[config.mk]
export PLATFORM = sky130hd
export DESIGN_NAME = point_in_polygon_even_odd_core
export DESIGN_NICKNAME = d
export VERILOG_FILES = /design/src/design/pip_pkg.sv /design/src/design/pip_dp.sv /design/src/design/pip_ctrl.sv /design/src/design/point_in_polygon_even_odd_core.sv
export SDC_FILE = /design/constraint.sdc
export NUM_CORES = 2
export LEC_CHECK = 0
export BUFFER_PORTS_ARGS = -buffer_cell sky130_fd_sc_hd__buf_2
export CORE_ASPECT_RATIO = 0.7
export CORE_MARGIN = 4
export CORE_UTILIZATION = 50
export DETAILED_ROUTE_END_ITERATION = 10
export HOLD_SLACK_MARGIN = 0.12
export PLACE_DENSITY = 0.68
export SETUP_SLACK_MARGIN = 0.15
export SLEW_MARGIN = 20
export SYNTH_ARGS = -nofsm -noshare
export SYNTH_HDL_FRONTEND = slang
export SYNTH_HIERARCHICAL = 1
export SYNTH_SLANG_ARGS = --single-unit
[constraint.sdc]
create_clock -name clk -period 13.15 [get_ports clk]
set_clock_uncertainty 0.05 [all_clocks]
set_input_delay 0 -clock clk [delete_from_list [all_inputs] [get_ports clk]]
set_output_delay 0 -clock clk [all_outputs]
set_load 0.02 [all_outputs]
[src/design/pip_pkg.sv]
package pip_pkg;

	// Coordinate width: signed fixed point, Q16.16 at 32 bits.
	localparam int COORD_BITS = 32;
	// Coordinate differences need one extra bit.
	localparam int DIFF_BITS  = COORD_BITS + 1;
	// Products of two differences are kept at full width.
	localparam int PROD_BITS  = 2 * DIFF_BITS;

	typedef logic signed [COORD_BITS-1:0] coord_t;
	typedef logic signed [DIFF_BITS-1:0]  diff_t;
	typedef logic signed [PROD_BITS-1:0]  prod_t;

	// Commands from the sequencer to the datapath.
	typedef struct packed {
		logic load;      // take the vertex of an accepted request
		logic first;     // the accepted vertex opens a polygon
		logic setup;     // evaluate edge conditions and differences
		logic close;     // edge runs from the current vertex to the first one
		logic mul1;      // first product into its register
		logic mul2;      // second product into its register
		logic cmp;       // compare products, toggle parity
		logic out_load;  // copy parity into the result register
	} pip_cmd_t;

	// Sign extension of a coordinate to difference width.
	function automatic diff_t sx(input coord_t c);
		sx = {c[COORD_BITS-1], c};
	endfunction

endpackage

[src/design/pip_dp.sv]
module pip_dp
	import pip_pkg::*;
(
	input  logic     clk,
	input  logic     arst_n,
	input  pip_cmd_t cmd,
	input  coord_t   vertex_x,
	input  coord_t   vertex_y,
	input  coord_t   query_x,
	input  coord_t   query_y,
	output logic     inside_res
);

	coord_t first_x_q, first_y_q, prev_x_q, prev_y_q, cur_x_q, cur_y_q;
	coord_t qx_q, qy_q;
	logic   parity_q;
	logic   en_q, dyneg_q;
	diff_t  dpy_q, dbx_q, dpx_q, dy_q;
	prod_t  p1_q, p2_q;
	logic   res_q;

	coord_t ax, ay, bx, by;
	logic   left, straddle;
	diff_t  op_a, op_b;
	prod_t  mul;
	logic   toggle;

	always_comb begin
		ax = cmd.close ? cur_x_q : prev_x_q;
		ay = cmd.close ? cur_y_q : prev_y_q;
		bx = cmd.close ? first_x_q : cur_x_q;
		by = cmd.close ? first_y_q : cur_y_q;
		left     = (ax <= qx_q) || (bx <= qx_q);
		straddle = ((ay < qy_q) && (by >= qy_q)) || ((by < qy_q) && (ay >= qy_q));
	end

	// One shared multiplier, used for both products of an edge.
	always_comb begin
		op_a = cmd.mul2 ? dpx_q : dpy_q;
		op_b = cmd.mul2 ? dy_q : dbx_q;
		mul  = prod_t'(op_a) * prod_t'(op_b);
	end

	assign toggle = en_q && ((!dyneg_q && (p1_q < p2_q)) || (dyneg_q && (p1_q > p2_q)));

	always_ff @(posedge clk or negedge arst_n) begin
		if (!arst_n) begin
			first_x_q <= '0;
			first_y_q <= '0;
			prev_x_q  <= '0;
			prev_y_q  <= '0;
			cur_x_q   <= '0;
			cur_y_q   <= '0;
			qx_q      <= '0;
			qy_q      <= '0;
			parity_q  <= 1'b0;
		end else begin
			if (cmd.load) begin
				prev_x_q <= cur_x_q;
				prev_y_q <= cur_y_q;
				cur_x_q  <= vertex_x;
				cur_y_q  <= vertex_y;
				if (cmd.first) begin
					first_x_q <= vertex_x;
					first_y_q <= vertex_y;
					qx_q      <= query_x;
					qy_q      <= query_y;
					parity_q  <= 1'b0;
				end
			end
			if (cmd.cmp && toggle) begin
				parity_q <= !parity_q;
			end
		end
	end

	always_ff @(posedge clk) begin
		if (cmd.setup) begin
			en_q    <= left && straddle;
			dyneg_q <= by < ay;
			dpy_q   <= sx(qy_q) - sx(ay);
			dbx_q   <= sx(bx) - sx(ax);
			dpx_q   <= sx(qx_q) - sx(ax);
			dy_q    <= sx(by) - sx(ay);
		end
		if (cmd.mul1) begin
			p1_q <= mul;
		end
		if (cmd.mul2) begin
			p2_q <= mul;
		end
		if (cmd.out_load) begin
			res_q <= parity_q;
		end
	end

	assign inside_res = res_q;

endmodule

[src/design/pip_ctrl.sv]
module pip_ctrl
	import pip_pkg::*;
(
	input  logic     clk,
	input  logic     arst_n,
	input  logic     in_valid,
	output logic     in_ready,
	input  logic     last_vertex,
	output logic     out_valid,
	input  logic     out_ready,
	output pip_cmd_t cmd
);

	typedef enum logic [5:0] {
		S_IDLE  = 6'b000001,
		S_SETUP = 6'b000010,
		S_MUL1  = 6'b000100,
		S_MUL2  = 6'b001000,
		S_CMP   = 6'b010000,
		S_OUT   = 6'b100000
	} state_t;

	state_t state_q, state_d;
	logic   at_start_q, last_q, close_q, out_valid_q;
	logic   accept, out_free;

	assign in_ready = (state_q == S_IDLE);
	assign accept   = in_valid && in_ready;
	assign out_free = !out_valid_q || out_ready;

	always_comb begin
		state_d      = state_q;
		cmd          = '0;
		cmd.close    = close_q;
		case (state_q)
			S_IDLE: begin
				if (accept) begin
					cmd.load  = 1'b1;
					cmd.first = at_start_q;
					if (!at_start_q || last_vertex) begin
						state_d = S_SETUP;
					end
				end
			end
			S_SETUP: begin
				cmd.setup = 1'b1;
				state_d   = S_MUL1;
			end
			S_MUL1: begin
				cmd.mul1 = 1'b1;
				state_d  = S_MUL2;
			end
			S_MUL2: begin
				cmd.mul2 = 1'b1;
				state_d  = S_CMP;
			end
			S_CMP: begin
				cmd.cmp = 1'b1;
				if (close_q) begin
					state_d = S_OUT;
				end else if (last_q) begin
					state_d = S_SETUP;
				end else begin
					state_d = S_IDLE;
				end
			end
			S_OUT: begin
				if (out_free) begin
					cmd.out_load = 1'b1;
					state_d      = S_IDLE;
				end
			end
			default: begin
				state_d = S_IDLE;
			end
		endcase
	end

	always_ff @(posedge clk or negedge arst_n) begin
		if (!arst_n) begin
			state_q     <= S_IDLE;
			at_start_q  <= 1'b1;
			last_q      <= 1'b0;
			close_q     <= 1'b0;
			out_valid_q <= 1'b0;
		end else begin
			state_q <= state_d;
			if (accept) begin
				last_q     <= last_vertex;
				at_start_q <= 1'b0;
				// A first vertex that is also last goes straight to the closing edge.
				close_q    <= at_start_q;
			end
			if ((state_q == S_CMP) && !close_q && last_q) begin
				close_q <= 1'b1;
			end
			if (cmd.out_load) begin
				at_start_q  <= 1'b1;
				out_valid_q <= 1'b1;
			end else if (out_ready) begin
				out_valid_q <= 1'b0;
			end
		end
	end

	assign out_valid = out_valid_q;

endmodule

[src/design/point_in_polygon_even_odd_core.sv]
// Channel | Handshake            | Payload
// --------+----------------------+-------------------------------------------------
// in      | in_valid / in_ready  | vertex_x, vertex_y, query_x, query_y, last_vertex
// out     | out_valid / out_ready| inside_res
//
// A first vertex that is not last is only stored; every other vertex runs the edge
// it closes through setup, two multiplies and the compare, and a last vertex then
// runs the closing edge the same way before the result is loaded. A lone vertex
// that is both first and last runs only the closing edge before the result load.
// One 33 x 33 bit multiplier forms both cross products of an edge in turn before the compare.
// Reset (arst_n low) returns the sequencer to idle, expecting a first vertex.
// A result still waiting holds the sequencer after the next closing edge, and no
// request is taken until that result has left.
module point_in_polygon_even_odd_core
	import pip_pkg::*;
(
	input  logic   clk,
	input  logic   arst_n,
	input  logic   in_valid,
	output logic   in_ready,
	input  coord_t vertex_x,
	input  coord_t vertex_y,
	input  coord_t query_x,
	input  coord_t query_y,
	input  logic   last_vertex,
	output logic   out_valid,
	input  logic   out_ready,
	output logic   inside_res
);

	// Command bundle from the sequencer. The datapath holds all coordinates, the
	// parity bit and the shared multiplier; the sequencer walks each edge through
	// setup, two multiplies and the compare, and owns the result valid flag.
	pip_cmd_t cmd;

	pip_ctrl u_ctrl (
		.clk         (clk),
		.arst_n      (arst_n),
		.in_valid    (in_valid),
		.in_ready    (in_ready),
		.last_vertex (last_vertex),
		.out_valid   (out_valid),
		.out_ready   (out_ready),
		.cmd         (cmd)
	);

	// The query point is captured with the first vertex of each polygon. An edge
	// toggles parity when it straddles the query y, has an endpoint at or left of
	// the query x, and its crossing lies strictly left, decided exactly by
	// comparing the full-width cross products with the sign of the y difference.
	pip_dp u_dp (
		.clk        (clk),
		.arst_n     (arst_n),
		.cmd        (cmd),
		.vertex_x   (vertex_x),
		.vertex_y   (vertex_y),
		.query_x    (query_x),
		.query_y    (query_y),
		.inside_res (inside_res)
	);

endmodule

* Word level (Yosys, flattened, before mapping)
Index checks and enable logic that the tools add are counted.
Storage, ports and cells: register bits 534, input port bits 133, output and inout bits 3, word-level logic and storage cells 103
Operators by class: $add $sub $neg 4, multipliers 1, magnitude comparators 9, equal/unequal tests 9, multiplexer cells 29, reductions and logical operators 28
Operators by type and width (number):
- 32-bit by 32-bit subtractor with 33-bit output | 4
- 32-bit 2-to-1 mux | 4
- 32-bit < comparator | 3
- 66-bit > comparator | 1
- 66-bit < comparator | 1
- 33-bit by 33-bit multiplier with 66-bit output | 1
- 33-bit 2-to-1 mux | 2
- 32-bit greater-or-equal comparator | 2
- 32-bit <= comparator | 2
- 6-bit case mux with 6 select lines | 1
- 6-bit 2-to-1 mux | 4
- 1-bit 2-to-1 mux | 15
- 1-bit logical AND | 10
- 2-bit nonzero test | 5
- 6-bit by 1-bit == test with 1-bit output, second input constant | 1
- 6-bit by 2-bit == test with 1-bit output, second input constant | 1
- 6-bit by 3-bit == test with 1-bit output, second input constant | 1
- 6-bit by 4-bit == test with 1-bit output, second input constant | 1
- 6-bit by 5-bit == test with 1-bit output, second input constant | 1
- 6-bit == test, second input constant | 1
- 2-bit 2-to-1 mux | 3
- 1-bit zero test | 5
- 1-bit logical OR | 5
- 2-bit != test, second input constant | 2
- other kinds (3) | 4

* Logic depth before layout (Yosys ltp)
word-level depth 7, gate-level depth with buffers 36

* Modules after synthesis
The synthesis kept the hierarchy.
By module, submodules not included:
- pip_dp | times used 1, cells an instance 6550, area an instance 66978.0 um2, sequential area each 14448.9 um2
- pip_ctrl | times used 1, cells an instance 55, area an instance 536.8 um2, sequential area each 252.7 um2

* Least setup slack after synthesis
OpenSTA, ideal clock, no wires.
kind reg2reg, from register u_ctrl.state_q[5], to register u_dp.p1_q[57], data pin, library setup time 0.264 ns, arrival 12.074 ns, required time 12.836 ns, slack 0.762 ns, stages on the path, launching flop included 31, buffers on the path 5, clock period less this slack 12.388 ns, cells stage by stage dfrtp_1 nor2_1 nand2_1 nor2b_1 clkbuf_1 buf_1 buf_1 mux2i_1 clkbuf_1 nor2_1 fa_1 fa_1 fa_1 fa_1 fa_1 fa_1 fa_1 inv_1 fa_1 inv_1 ha_1 clkbuf_1 a21o_1 a2111oi_0 inv_1 a211o_1 nand3_2 o41ai_1 a211o_1 a31oi_1 xnor2_1
RTL lines:
- start: declaration | line pip_ctrl.sv:23 | state_t state_q, state_d;
- start signal: assignment | line pip_ctrl.sv:87 | state_q <= state_d;
- end signal: assignment | line pip_dp.sv:87 | p1_q <= mul;
- end: declaration | line pip_dp.sv:19 | prod_t p1_q, p2_q;

==> impl_results.md <==
- First-pass GRT wire length: 334300 um
- FMAX: 91.13 MHz
- Die H: 315.4 um
- Worst Hold Class: input port to register
- Gr ovfl total: 0
- 1st-iter DRT viols: 5197
- Tmin final: 10.97 ns
- Post-Route Setup TNS: 0 ns
- Critical Path RT: 13.52 ns
- Max layer used: met5
- H-tree levels: 2
- Period utilisation layout: 83.45%
- DR vias/cell: 5.811
- Family with the most delay on the worst path: adder cells
- Post-synth EDFFs: 267
- Share of cells above drive strength 1: 10.97%
- WL met2: 88530 um
- Number of nets in the layout: 8671
- Vias in the first global route: 52330
- Antenna violations before repair: 8
- Seq cells post-synth: 534
- Synth top area share: 34.07%
- Most frequent CP cell: fa_1
- Max-Cap Viols: 0
- Synthesized instance count: 6605
- Via count: 50720
- Mapped Area: 0.06751 mm2
- Die ar.: 0.1411 mm2
- Number of synthesis warnings: 6
- Crit Path Max Fanout: 31
- Reg2Reg Depth: 31
- Worst Max-Slew Pin Slew: 1.098 ns
- Register area share after synthesis: 21.78%
- Ports: 136
- Maximum root-to-sink buffer count: 3
- Met3 wire length: 33010 um
- Hold Path Depth: 3
- GPL Wtd Cong: 1.047
- Ys async rst share: 50.00%
- Final setup violating endpoints: 0
- Post-synth cell types: 86
- Worst-Skew Late Latency: 0.71 ns
- Synth Flop Type: edfxtp_1
- Instance count on the critical path: 31
- CP Class: register to register
- Sink Count: 534
- Most area-consuming cells after synthesis: fa_1 (34%), edfxtp_1 (12%), dfrtp_1 (9.8%), ha_1 (8.9%), inv_1 (7.0%)
- GRT Overall Usage: 32.06%
- DRT antenna net count: 0
- Routed wire length: 222000 um
- RSZ-0062 raised after global routing: false
- Detailed placement HPWL: 172500 um
- Syn_nets: 8365
- CP Data Arrival Time: 11.34 ns
- CP startpoint kind: register
- Crit path max-delay cell type: a2111oi_0
- CP endpoint kind: register
- Syn avg cell area: 10.22 um2
- Slew headroom: 26.14%
- CTS Root Cell: clkbuf_16
- Initial core utilization: 50.50%
- TritonCTS buffer count: 55
- Dominant cell type by area after synthesis: fa_1
- CP max stage delay: 0.92 ns
- I/O Buffers: 135
- Largest net degree at the start of global routing: 156
- DRC: 0
- Slew Viols, Final: 0
- Clock slew at reported path FFs: 0.06 ns
- CTS tree: done
- Met1 wire length: 90850 um
- Core Rows: 112
- Chip width: 447.2 um
- CP bufs+invs: 8
- Status: finished, final reports clean
- Final hold vios: 0
- Area of the core: 0.1337 mm2
- Routed len/inst: 25.44 um
- Area grow syn2layout: 11.04%
- Cell with the most instances after synthesis: inv_1
- Commonest cells in the netlist: inv_1 (1267), fa_1 (1149), nor2_1 (662), nand2_1 (647), ha_1 (478)
- Drt first pass iters: 6
[cell families after synthesis]
| family | synth area share [%] |
|---|---|
| AOI/OAI and AO/OA | 6.577 |
| xor gates and xnor gates | 2.322 |
| adders and majority gates | 42.93 |
| buffers and inverters | 8.362 |
| DFF | 21.78 |
| muxes | 8.399 |
| and+or+nand+nor | 9.637 |
[state kept, by name, summed over array words and instances (netlist names), 6 cells and up]
| name | flops |
|---|---|
| u_dp/prev_y_q | 32 |
| u_dp/dbx_q | 33 |
| u_dp/first_x_q | 32 |
| u_dp/qx_q | 32 |
| u_dp/qy_q | 32 |
| u_dp/cur_y_q | 32 |
| u_dp/p1_q | 66 |
| u_dp/first_y_q | 32 |
| u_dp/p2_q | 66 |
| u_ctrl/state_q | 6 |
| u_dp/dpy_q | 33 |
| u_dp/dpx_q | 33 |
| u_dp/prev_x_q | 32 |
| u_dp/dy_q | 33 |
| u_dp/cur_x_q | 32 |
[repair_timing]
action / CTS / global route
resized for setup: 0 / 0
endpoints found under the hold margin: 366 / 0
hold buffers: 264 / 0
setup buffers: 0 / 0
[final cells by class]
| cell class | instances | area, um2 |
|---|---|---|
| Fill cell | 11330 | 58720 |
| Multi-Input combinational cell | 4569 | 47390 |
| Sequential cell | 534 | 14710 |
| Inverter | 1268 | 4765 |
| Timing Repair Buffer | 483 | 4018 |
| Tap cell | 1767 | 2211 |
| Clock buffer | 71 | 1490 |
| Clock inverter | 32 | 381.6 |
| Antenna cell | 4 | 10.01 |
[layout by cell type, fill, tap and decap left out, drive strengths merged, types with 37 or more instances in the layout]
master / n
buf: 220
o21ai: 112
a21o: 125
mux2i: 130
nand4: 42
nand2: 647
edfxtp: 267
ha: 478
nand3: 38
fa: 1149
xnor2: 128
inv: 1274
nor2: 664
xor2: 51
a21oi: 217
nor2b: 37
dfrtp: 265
mux2: 388
dlygate4sd3: 263
clkbuf: 71
[per-stage QoR]
step                      instance area, um2  worst slack, ns  std cells  hold WS [ns]  utilization, %
after floorplan                        67510           0.7622       6605       -0.3456               -
after CTS                              74950            2.515       8724        0.1299           56.07
after global routing                   74960            1.923       8725        0.1858           56.07
after global placement                 70410            2.488       8357       0.07076           52.67
after detailed placement               70420            2.537       8357       0.08886           52.68
final                                  74970            2.177       8728        0.1796           56.08
[final timing paths]
check	start	to	slack, ns
max in group asynchronous	arst_n	u_ctrl/close_q	11.64
min in group asynchronous	arst_n	u_dp/prev_y_q[4]	0.40
setup / recovery	u_ctrl/state_q[1]	u_dp/p2_q[57]	2.18
hold / removal	vertex_y[31]	u_dp/cur_y_q[31]	0.18
hold reg to reg	u_dp/parity_q	u_dp/inside_res	0.44
setup reg to reg	u_ctrl/state_q[1]	u_dp/p2_q[57]	2.18
[metal layers]
metal | vias to the layer above | GRT usage, %
met2 | 3085 | 44.78
met5 | - | 0.7768
li1 | 21530 | -
met4 | 8 | 10.89
met3 | 507 | 13.05
met1 | 25590 | 45.19
[tightest hold or removal path, stage by stage]
cell and delay (ns):
dlygate4sd3_1 0.59, buf_2 0.16, mux2_2 0.14
Power is left out: the tool's default activity adds up to more than one toggle a clock period on the data nets, which glitch-free logic cannot reach.
